<file path="config.mk">
export PLATFORM = sky130hd
export DESIGN_NAME = ftjt_ctrl
export DESIGN_NICKNAME = d
export VERILOG_FILES = /design/src/ftjt_pkg.sv /design/src/ftjt_ctrl.sv
export SDC_FILE = /design/constraint.sdc
export NUM_CORES = 1
export LEC_CHECK = 0
export BUFFER_PORTS_ARGS = -buffer_cell sky130_fd_sc_hd__buf_2
export CORE_MARGIN = 4
export CORE_UTILIZATION = 45
export DETAILED_ROUTE_END_ITERATION = 6
export PLACE_DENSITY = 0.71
export SETUP_SLACK_MARGIN = 0.15
export SYNTH_ARGS = -nofsm -noshare
export SYNTH_HDL_FRONTEND = slang
export SYNTH_SLANG_ARGS = --single-unit
</file>
<file path="constraint.sdc">
create_clock -name clk -period 2.2 [get_ports clk]
set_input_delay 0.66 -clock clk [delete_from_list [all_inputs] [get_ports clk]]
set_output_delay 0.66 -clock clk [all_outputs]
set_load 0.01 [all_outputs]
</file>
<file path="src/ftjt_pkg.sv">
`timescale 1ns / 1ps
`default_nettype none
package ftjt_pkg;

	localparam int TABLE_DEPTH = 1024;
	localparam int TIME_WIDTH  = 48;
	localparam int IDX_W       = $clog2(TABLE_DEPTH);
	localparam int CNT_W       = $clog2(TABLE_DEPTH + 1);
	localparam int KEY_W       = 104;
	localparam logic [31:0] TIMEOUT_RESET = 32'd30000000;

	typedef enum logic [1:0] {
		ST_UPDATED = 2'd0,
		ST_NEW     = 2'd1,
		ST_FULL    = 2'd2,
		ST_NEG     = 2'd3
	} status_t;

	// one table row, all per-slot stores side by side
	typedef struct packed {
		logic [KEY_W-1:0]      key;
		logic                  active;
		logic [TIME_WIDTH-1:0] last;
		logic [31:0]           lint;
		logic [31:0]           cnt;
		logic [47:0]           isum;
		logic [31:0]           imax;
		logic [47:0]           vsum;
		logic [35:0]           jit;
		logic [35:0]           jmax;
	} row_t;

	typedef struct packed {
		logic       load_in;
		logic       sweep;
		logic       search;
		logic       restart;
		logic [4:0] calc;
		logic       finish;
	} cmd_t;

	typedef struct packed {
		logic scan_done;
		logic search_done;
		logic hit;
		logic out_busy;
	} stat_t;

endpackage
`default_nettype wire

</file>
<file path="src/ftjt_ctrl.sv">
`timescale 1ns / 1ps
`default_nettype none
module ftjt_ctrl (
	input  wire logic           clk,
	input  wire logic           arst_n,
	input  wire logic           in_valid,
	output logic                in_stall,
	input  wire ftjt_pkg::stat_t st,
	output ftjt_pkg::cmd_t      cmd
);

	typedef enum logic [8:0] {
		S_IDLE   = 9'b000000001,
		S_SWEEP  = 9'b000000010,
		S_SEARCH = 9'b000000100,
		S_C1     = 9'b000001000,
		S_C2     = 9'b000010000,
		S_C3     = 9'b000100000,
		S_C4     = 9'b001000000,
		S_C5     = 9'b010000000,
		S_FINISH = 9'b100000000
	} state_t;

	state_t state_q, state_d;

	assign in_stall = (state_q != S_IDLE);

	always_comb begin
		state_d = state_q;
		cmd     = '0;
		unique case (state_q)
			S_IDLE: begin
				if (in_valid) begin
					cmd.load_in = 1'b1;
					state_d     = S_SWEEP;
				end
			end
			S_SWEEP: begin
				cmd.sweep = 1'b1;
				if (st.scan_done) begin
					cmd.restart = 1'b1;
					state_d     = S_SEARCH;
				end
			end
			S_SEARCH: begin
				cmd.search = 1'b1;
				if (st.search_done) begin
					state_d = st.hit ? S_C1 : S_FINISH;
				end
			end
			S_C1: begin
				cmd.calc[0] = 1'b1;
				state_d     = S_C2;
			end
			S_C2: begin
				cmd.calc[1] = 1'b1;
				state_d     = S_C3;
			end
			S_C3: begin
				cmd.calc[2] = 1'b1;
				state_d     = S_C4;
			end
			S_C4: begin
				cmd.calc[3] = 1'b1;
				state_d     = S_C5;
			end
			S_C5: begin
				cmd.calc[4] = 1'b1;
				state_d     = S_FINISH;
			end
			S_FINISH: begin
				if (!st.out_busy) begin
					cmd.finish = 1'b1;
					state_d    = S_IDLE;
				end
			end
			default: state_d = S_IDLE;
		endcase
	end

	always_ff @(posedge clk or negedge arst_n) begin
		if (!arst_n) begin
			state_q <= S_IDLE;
		end else begin
			state_q <= state_d;
		end
	end

endmodule
`default_nettype wire

</file>
==> results.md, run 1 <==
- Clock tree buffer depth: 2
- CTS buffer count: 3
- Global-route usage over all layers: 19.3%
- Total Nets Final: 110
- Total power draw: 0.959 mW
- CP max-delay cell: dfrtp_1
- Gpl congestion: 0.861
- Syn_nets: 71
- Fin. max-slew vios: 0
- Setup_tns: -554 ps
- Setup Viol. Count Final: 8
- Placement Setup Slack: 121 ps
- GRT busiest layer: met2
- Ant. Diodes: 0
- F_max: 433 MHz
- Clock sinks: 9
- Power Dens Cells: 979 nW/um^2
- Routed len/inst: 17.9 um
- Skew final: 12.7 ps
- Register Area: 229 um^2
- Mean Syn Cell Area: 9.91 um^2
- CTS Root Cell: clkbuf_4
- Vias in the first global route: 608
- Final wirelength: 2.09 mm
- First DRT Iteration DRCs: 17
- VDD IR-drop max: 675 uV
- Status: finished, violations left
- FF+latch count, synth: 9
- Layout cell share with drive strength beyond 1: 56.9%
- Largest register FFs: 9
- Ys async rst share: 100%
- Period utilization: 105%
- Met1 usage: 22.3%
- Failing checks: setup timing
- Worst skew pair latency: 280 ps
- First-pass GRT wire length: 2.76 mm
- CP Data Arrival Time: 1650 ps
- Placed inst area: 751 um^2
- Post-DP HPWL: 1.14 mm
- Die W: 45.5 um
- DR pass1 iterations: 4
- Core area: 1320 um^2
- Worst slew pin tran: 429 ps
- Area growth syn-to-layout: 54.4%
- Unrepaired setup endpoints after global routing: true
- CP Max Fanout: 5
- Worst min path class: in2async
- CP Data Required Time: 1540 ps
- Die area: 2070 um^2
- Leakage: 0.493 nW
- Row cnt: 13
- Part of the Yosys area used for sequential elements: 35.7%
- # port buffers: 17
- Starting density of the core: 48.1%
- Critical Path Start Type: flip-flop
- Synth Flop Type: dfrtp_1
- Largest Register: state_q
- Top Registers: state_q: 9 flops
- Worst slew margin: 71.0%
- Fillers: 84
- # IOs: 18
- Crit Path Class: reg2out
- Post-synth EDFFs: 0
- Via count: 726
- Antenna violations before repair: 0
- Worst Setup Slack, final: -110 ps
- Detail Route Antenna Nets: 0
- Met2 Usage GRT: 32.0%
- Most common library cell in the layout ignoring fill and taps: buf_4
- Final worst path period need: 2310 ps
- Worst setup EP type: primary output
- Post-route DRC violation count: 0
- Syn Std Cell Area: 634 um^2
- CP Cell Sequence: nor4_4 -> and4b_2 -> and2_4 -> buf_6
- CP max stage delay: 430 ps
- Synth warn: 0
- Hold Vio Cnt, Final: 0
- Clk pin slew, worst setup/hold paths: 80 ps
- Syn Inst Count: 64
- GR Util met3: 3.95%
- Die height: 45.5 um
- Pin count of the biggest net entering global routing: 10
- Max cap viols: 0
- CTS tree: yes
- H-tree depth: 1
- R2r setup slk: 350 ps
- Via/cell ratio: 6.21
- Cell variety after synth: 33
- Commonest cells after routing, fill and taps aside: 19 x buf_4, 13 x buf_2, 6 x dfrtp_1
- Area of the multi-input gates: 414 um^2
- Design area: 980 um^2
- Remaining global-route overflow: 0
## critical path, delay by kind of cell (launching register included)
kind	cells	cell delay (ps)
DFF	1	430
buffers and inverters	1	90
and+or+nand+nor	3	850
## what timing repair did
item	4_1_cts	5_1_grt
hold endpoints to repair	0	0
buffers inserted	7	8
pin swaps	6	8
gates resized for setup	8	13
setup endpoints to repair	11	11
hold buffers	0	0
## stage by stage
step / instances / utilization (%) / hold slack [ps]
after floorplan: 64 / - / 364
after global placement: 98 / 57.0 / 526
after detailed placement: 98 / 57.0 / 522
after CTS: 109 / 65.5 / 229
after global routing: 117 / 74.4 / 209
final: 117 / 74.4 / 215
## cells in the mapped netlist, types with 3 or more instances
library cell  count  area share (%)
inv_1             4             2.4
dfrtp_1           8              32
and4b_1           3             4.7
nor3_1            4             3.2
nor2_1            4             2.4
and4_1            3             4.1
o21ai_0           4             3.2
nor4b_1           4             5.5
## power by group
group | internal, mW | switching (mW)
Clock | 0.0704 | 0.0737
Sequential | 0.204 | 0.0578
Combinational | 0.293 | 0.260
## worst paths after layout
kind | from | endpoint | cells past startpoint
min | arst_n | state_q[3] | 1
max reg2reg | state_q[0] | state_q[0] | 5
max | state_q[6] | cmd[9] | 4
min reg2reg | state_q[4] | state_q[5] | 1
min in group clk | st[2] | state_q[2] | 2
max in group asynchronous | arst_n | state_q[0] | 1
## layer usage
metal	wire length, um	share of wire, %
met1	837	40
met5	0	0
met4	76	3.6
met2	1030	49
met3	142	6.8
## logic make-up after synthesis
kind of cell	count (synthesis)	share of synthesized area (%)
simple gates	32	38.3
compound gates	13	15.8
buf+inv	8	7.49
flops	9	35.7
xor+xnor	2	2.76
## final cells by class
type,instances,share of cell area (%)
flip-flops and latches,9,23.4
well taps,15,1.92
multi-input cells,47,42.3
inverters,4,1.53
repair buffers,38,28.2
clock buffers,4,2.68
Note: power is estimated with default switching activity, not from simulation.
==> run 2: changes to the inputs <==
==> constraint.sdc (replaced) <==
create_clock -name clk -period 2.2 [get_ports clk]
set_input_delay 0.11 -clock clk [delete_from_list [all_inputs] [get_ports clk]]
set_output_delay 0.11 -clock clk [all_outputs]
set_load 0.01 [all_outputs]
==> run 2 against run 1 <==
The flow now finishes without violations. Critical path type unchanged. Clock-buffer cell count did not move. Die area did not move. Final area fell by 23%. Maximum frequency rose by 24%. Flip-flop and latch count did not move. Via count fell by 20%.
==> results.md, run 2 (synthesis gave the netlist of run 1 again) <==
- Post_cts resized: 0 (was 8)
- Die height: 45.5 um (unchanged)
- Hold Path End: state_q[2]
- Antenna violations before repair: 0 (unchanged)
- Crit Path Class: reg2out (unchanged)
- CTS buffer count: 3 (unchanged)
- Global-route usage over all layers: 16.8% (was 19.3%)
- Core area: 1320 um^2 (unchanged)
- Fillers: 130 (was 84)
- Crit path buffers/inverters: 1 (unchanged)
- Hold Path Stages: 2
- Critical Path Start Type: flip-flop (unchanged)
- Hold Vio Cnt, Final: 0 (unchanged)
- Worst slew pin tran: 531 ps (was 429 ps)
- F_max: 536 MHz (was 433 MHz)
- Skew final: 0.617 ps (was 12.7 ps)
- Ant. Diodes: 0 (unchanged)
- Gpl congestion: 0.840 (was 0.861)
- CP Data Required Time: 2090 ps (was 1540 ps)
- Die W: 45.5 um (unchanged)
- Area of the multi-input gates: 360 um^2 (was 414 um^2)
- Die area: 2070 um^2 (unchanged)
- Total Nets Final: 92 (was 110)
- Post-route DRC violation count: 0 (unchanged)
- Setup_tns: 0 ps (was -554 ps)
- Total power draw: 0.708 mW (was 0.959 mW)
- Detail Route Antenna Nets: 0 (unchanged)
- Commonest cells after routing, fill and taps aside: 17 x buf_2, 8 x dfrtp_1 (was 19 x buf_4, 13 x buf_2, 6 x dfrtp_1)
- Clock sinks: 9 (unchanged)
- Worst setup EP type: primary output (unchanged)
- Power Dens Cells: 935 nW/um^2 (was 979 nW/um^2)
- Period utilization: 84.9% (was 105%)
- Clock tree buffer depth: 2 (unchanged)
- Routed len/inst: 14.7 um (was 17.9 um)
- Post-DP HPWL: 1.05 mm (was 1.14 mm)
- Vias in the first global route: 552 (was 608)
- Register Area: 226 um^2 (was 229 um^2)
- FF-to-FF Start: state_q[2] (was state_q[0])
- Row cnt: 13 (unchanged)
- CP max stage delay: 490 ps (was 430 ps)
- Via/cell ratio: 5.90 (was 6.21)
- Leakage: 0.378 nW (was 0.493 nW)
- CTS Root Cell: clkbuf_4 (unchanged)
- First-pass GRT wire length: 2.52 mm (was 2.76 mm)
- Area growth syn-to-layout: 19.3% (was 54.4%)
- Worst slew margin: 64.3% (was 71.0%)
- Via count: 584 (was 726)
- CP Max Fanout: 9 (was 5)
- RR Endpoint: state_q[8] (was state_q[0])
- Worst min path class: in2reg (was in2async)
- CTS tree: yes (unchanged)
- Starting density of the core: 48.1% (unchanged)
- Setup Viol. Count Final: 0 (was 8)
- CP max-delay cell: dfrtp_1 (unchanged)
- Largest Register: state_q (unchanged)
- DR pass1 iterations: 4 (unchanged)
- CP Data Arrival Time: 1760 ps (was 1650 ps)
- Clk pin slew, worst setup/hold paths: 70 ps (was 80 ps)
- CP Cell Sequence: nor4_4 -> and4_1 -> and2_2 -> buf_2 (was nor4_4 -> and4b_2 -> and2_4 -> buf_6)
- VDD IR-drop max: 477 uV (was 675 uV)
- Worst reg-to-reg path cell count: 4 (was 5)
- Most common library cell in the layout ignoring fill and taps: buf_2 (was buf_4)
- Layout cell share with drive strength beyond 1: 33.3% (was 56.9%)
- H-tree depth: 1 (unchanged)
- Status: finished clean (was finished, violations left)
- Hold Startpoint: st[2]
- # port buffers: 17 (unchanged)
- # IOs: 18 (unchanged)
- Fin. max-slew vios: 0 (unchanged)
- Pin count of the biggest net entering global routing: 11 (was 10)
- First DRT Iteration DRCs: 16 (was 17)
- Remaining global-route overflow: 0 (unchanged)
- WP depth: 4 (unchanged)
- Final wirelength: 1.46 mm (was 2.09 mm)
- Final worst path period need: 1870 ps (was 2310 ps)
- Worst skew pair latency: 270 ps (was 280 ps)
- Max cap viols: 0 (unchanged)
- Top Registers: state_q: 9 flops (unchanged)
- CP delay by family, top: simple AND/OR/NAND/NOR gates (unchanged)
- Largest register FFs: 9 (unchanged)
- R2r setup slk: 550 ps (was 350 ps)
- Unrepaired setup endpoints after global routing: false (was true)
-- run 2: worst max path at each step --
stage | startpoint | slack, ps | end
detailed placement | state_q[5] | 530 | state_q[8]
global route | state_q[8] | 160 | cmd[3]
global placement | state_q[5] | 550 | cmd[7]
floorplan | state_q[5] | 670 | state_q[2]
CTS | state_q[5] | 240 | cmd[6]
finish | state_q[7] | 330 | cmd[6]
-- run 2: where the power goes --
part,internal [mW],switching (mW)
combinational,0.144,0.176
sequential,0.202,0.0486
clock,0.0702,0.0665
-- run 2: metal layers --
layer	vias to the layer above	part of all wire (%)	track usage, %
met1	273	46	21.4
met5	-	0	0
li1	287	-	-
met2	20	46	25.9
met3	4	5.8	3.95
met4	0	1.7	8.77
-- run 2: area by class of cell --
type | count | area share, %
Clock buffer | 4 | 3.47
Inverter | 4 | 1.98
Multi-Input combinational cell | 47 | 47.6
Sequential cell | 9 | 29.9
Tap cell | 15 | 2.48
Timing Repair Buffer | 20 | 14.5
-- run 2: metrics by stage --
stage / area [um^2] / std cells / utilization [%] / hold slack [ps] / setup WS, ps
after floorplan: 634 / 64 / - / -186 / 665
after global placement: 706 / 92 / 53.6 / -27.0 / 553
after detailed placement: 706 / 92 / 53.6 / -22.4 / 530
after CTS: 742 / 97 / 56.3 / 33.1 / 235
after global routing: 757 / 99 / 57.5 / 30.7 / 156
final: 757 / 99 / 57.5 / 33.8 / 333
-- run 2: worst reg2reg max path, stage by stage, from the launching register on --
cell and delay (ps):
dfrtp_1 450, nor3_1 500, and3_1 270, o31a_1 210
o22ai_1 110
-- run 2: repair_timing --
item,CTS,global route
setup endpoints to repair,0,2
buffers inserted,0,2
hold buffers,1,0
endpoints found under the hold margin,9,0
==> run 3: changes to the inputs <==
- clock period: 2.2 -> 1.95 ns (I/O delays scaled with it)
==> run 3 against run 2 <==
Non-clock buffer count rose by 13. Worst hold slack got worse by 21 ps. Clock-buffer cell count stayed put. Setup slack lost 170 ps. Sequential power up 16%. Register-to-register slack got worse by 210 ps. Highest routed layer unchanged. Utilization grew 10 points. Combinational power increased by 68%.
==> results.md, run 3 (synthesis gave the netlist of run 1 again) <==
- Placed cell count: 93 (was 92)
- Remaining global-route overflow: 0 (unchanged)
- Die height: 45.5 um (unchanged)
- Critical Path Start Type: flip-flop (unchanged)
- Design area: 890 um^2 (was 757 um^2)
- Largest register FFs: 9 (unchanged)
- Row cnt: 13 (unchanged)
- Crit Path Class: reg2out (unchanged)
- Clk pin slew, worst setup/hold paths: 70 ps (about the same)
- CP delay by family, top: simple AND/OR/NAND/NOR gates (unchanged)
- F_max: 560 MHz
- Starting density of the core: 48.1% (unchanged)
- Ant. Diodes: 0 (unchanged)
- CTS Root Cell: clkbuf_4 (unchanged)
- Via/cell ratio: 5.88 (was 5.90)
- Hold Vio Cnt, Final: 0 (unchanged)
- CP max stage delay: 470 ps (was 490 ps)
- Post-route DRC violation count: 0 (unchanged)
- Hold Path End: state_q[2] (unchanged)
- Status: finished clean (unchanged)
- Total Nets Final: 105 (was 92)
- Die W: 45.5 um (unchanged)
- Post-DP HPWL: 1.11 mm (was 1.05 mm)
- Hold WS: 12.7 ps (was 33.8 ps)
- Top Registers: state_q: 9 flops (unchanged)
- R2r setup slk: 340 ps (was 550 ps)
- Worst Setup Slack, final: 165 ps (was 333 ps)
- VDD IR-drop max: 640 uV (was 477 uV)
- Antenna violations before repair: 0 (unchanged)
- Fillers: 104 (was 130)
- Final wirelength: 1.73 mm (was 1.46 mm)
- Period utilization: 91.5%
- Gpl congestion: 0.825 (was 0.840)
- Setup_tns: 0 ps (unchanged)
- CTS tree: yes (unchanged)
- Worst skew pair latency: 270 ps (about the same)
- Leakage: 0.436 nW (was 0.378 nW)
- CP Data Required Time: 1850 ps (was 2090 ps)
- Area growth syn-to-layout: 40.2% (was 19.3%)
- Global-route usage over all layers: 17.6% (was 16.8%)
- CP Cell Sequence: nor4_4 -> buf_4 -> buf_4 -> and4b_1 -> buf_2 (was nor4_4 -> and4_1 -> and2_2 -> buf_2)
- Detail Route Antenna Nets: 0 (unchanged)
- Hold Path Stages: 2 (unchanged)
- Max cap viols: 0 (unchanged)
- Vias in the first global route: 560 (was 552)
- Clock sinks: 9 (unchanged)
- Clock tree buffer depth: 2 (unchanged)
- # port buffers: 17 (unchanged)
- Unrepaired setup endpoints after global routing: true (was false)
- Fin. max-slew vios: 0 (unchanged)
- Critical path's most frequent cell: buf_4
- Via count: 659 (was 584)
- Total power draw: 0.986 mW (was 0.708 mW)
- Layout cell share with drive strength beyond 1: 52.6% (was 33.3%)
- DR pass1 iterations: 4 (unchanged)
- Hold Startpoint: st[2] (unchanged)
- Register Area: 234 um^2 (was 226 um^2)
- Worst setup EP type: primary output (unchanged)
- Worst slew margin: 69.3% (was 64.3%)
- Pin count of the biggest net entering global routing: 11 (unchanged)
- Final worst path period need: 1780 ps
- Worst min path class: in2reg (unchanged)
- Crit path buffers/inverters: 3 (was 1)
- H-tree depth: 1 (unchanged)
- # IOs: 18 (unchanged)
- CP Data Arrival Time: 1690 ps (was 1760 ps)
- Placement Setup Slack: 289 ps (was 530 ps)
- Core area: 1320 um^2 (unchanged)
- First-pass GRT wire length: 2.65 mm (was 2.52 mm)
- First DRT Iteration DRCs: 22 (was 16)
- Power Dens Cells: 1110 nW/um^2 (was 935 nW/um^2)
- CP max-delay cell: dfrtp_2 (was dfrtp_1)
- Final Core Density: 67.5% (was 57.5%)
- Commonest cells after routing, fill and taps aside: 15 x buf_2, 15 x buf_4, 6 x dfrtp_2 (was 17 x buf_2, 8 x dfrtp_1)
- Skew final: 0.486 ps (was 0.617 ps)
- Die area: 2070 um^2 (unchanged)
- FF-to-FF Start: state_q[5] (was state_q[2])
- CTS buffer count: 3 (unchanged)
- RR Endpoint: state_q[0] (was state_q[8])
- Final Non-Filler Cells: 112 (was 99)
- Largest Register: state_q (unchanged)
- Worst slew pin tran: 455 ps (was 531 ps)
- Routed len/inst: 15.5 um (was 14.7 um)
- Setup Viol. Count Final: 0 (unchanged)
- CP Max Fanout: 7 (was 9)
- Placed inst area: 713 um^2 (was 706 um^2)
- Worst reg-to-reg path cell count: 6 (was 4)
- Area of the multi-input gates: 375 um^2 (was 360 um^2)
==> run 3: layer usage <==
layer / share of wire [%] / vias up / global-route usage, %
li1: - / 315 / -
met1: 41 / 306 / 25.0
met2: 50 / 34 / 25.9
met3: 7.5 / 4 / 2.37
met4: 1.7 / 0 / 8.77
met5: 0 / - / 0
==> run 3: timing repair <==
action | 4_1_cts | 5_1_grt
resized for setup | 1 | 13
pin swaps | 2 | 5
hold endpoints to repair | 9 | 0
setup buffers | 2 | 12
setup endpoints to repair | 6 | 7
hold buffers | 1 | 0
==> run 3: how the worst max path moves through the flow <==
| stage | cells after the start | start | slack, ps | endpoint |
|---|---|---|---|---|
| 2_1_floorplan | 5 | state_q[5] | 420 | state_q[2] |
| 3_3_place_gp | 4 | state_q[5] | 310 | state_q[8] |
| 3_5_place_dp | 4 | state_q[5] | 290 | state_q[8] |
| 4_1_cts | 5 | state_q[7] | 150 | cmd[6] |
| 5_1_grt | 6 | state_q[7] | 90 | cmd[0] |
| 6_report | 5 | state_q[7] | 170 | cmd[1] |
==> run 3: worst register-to-register path, stage by stage, from the launching register on <==
cell and delay [ps]:
dfrtp_1 530, nor4_4 70, buf_4 160, buf_4 130, and4b_1 190, buf_4 140, o41ai_2 300
==> run 3: area by class of cell <==
class	count	share of cell area (%)
multi-input combinational	47	42.2
sequential	9	26.3
timing repair buffer	33	24.8
clock buffer	4	2.95
tap	15	2.11
inverter	4	1.69
==> run 3: where the power goes <==
part           switching, mW  internal (mW)
Combinational          0.249          0.291
Sequential            0.0591          0.231
Clock                 0.0779         0.0792
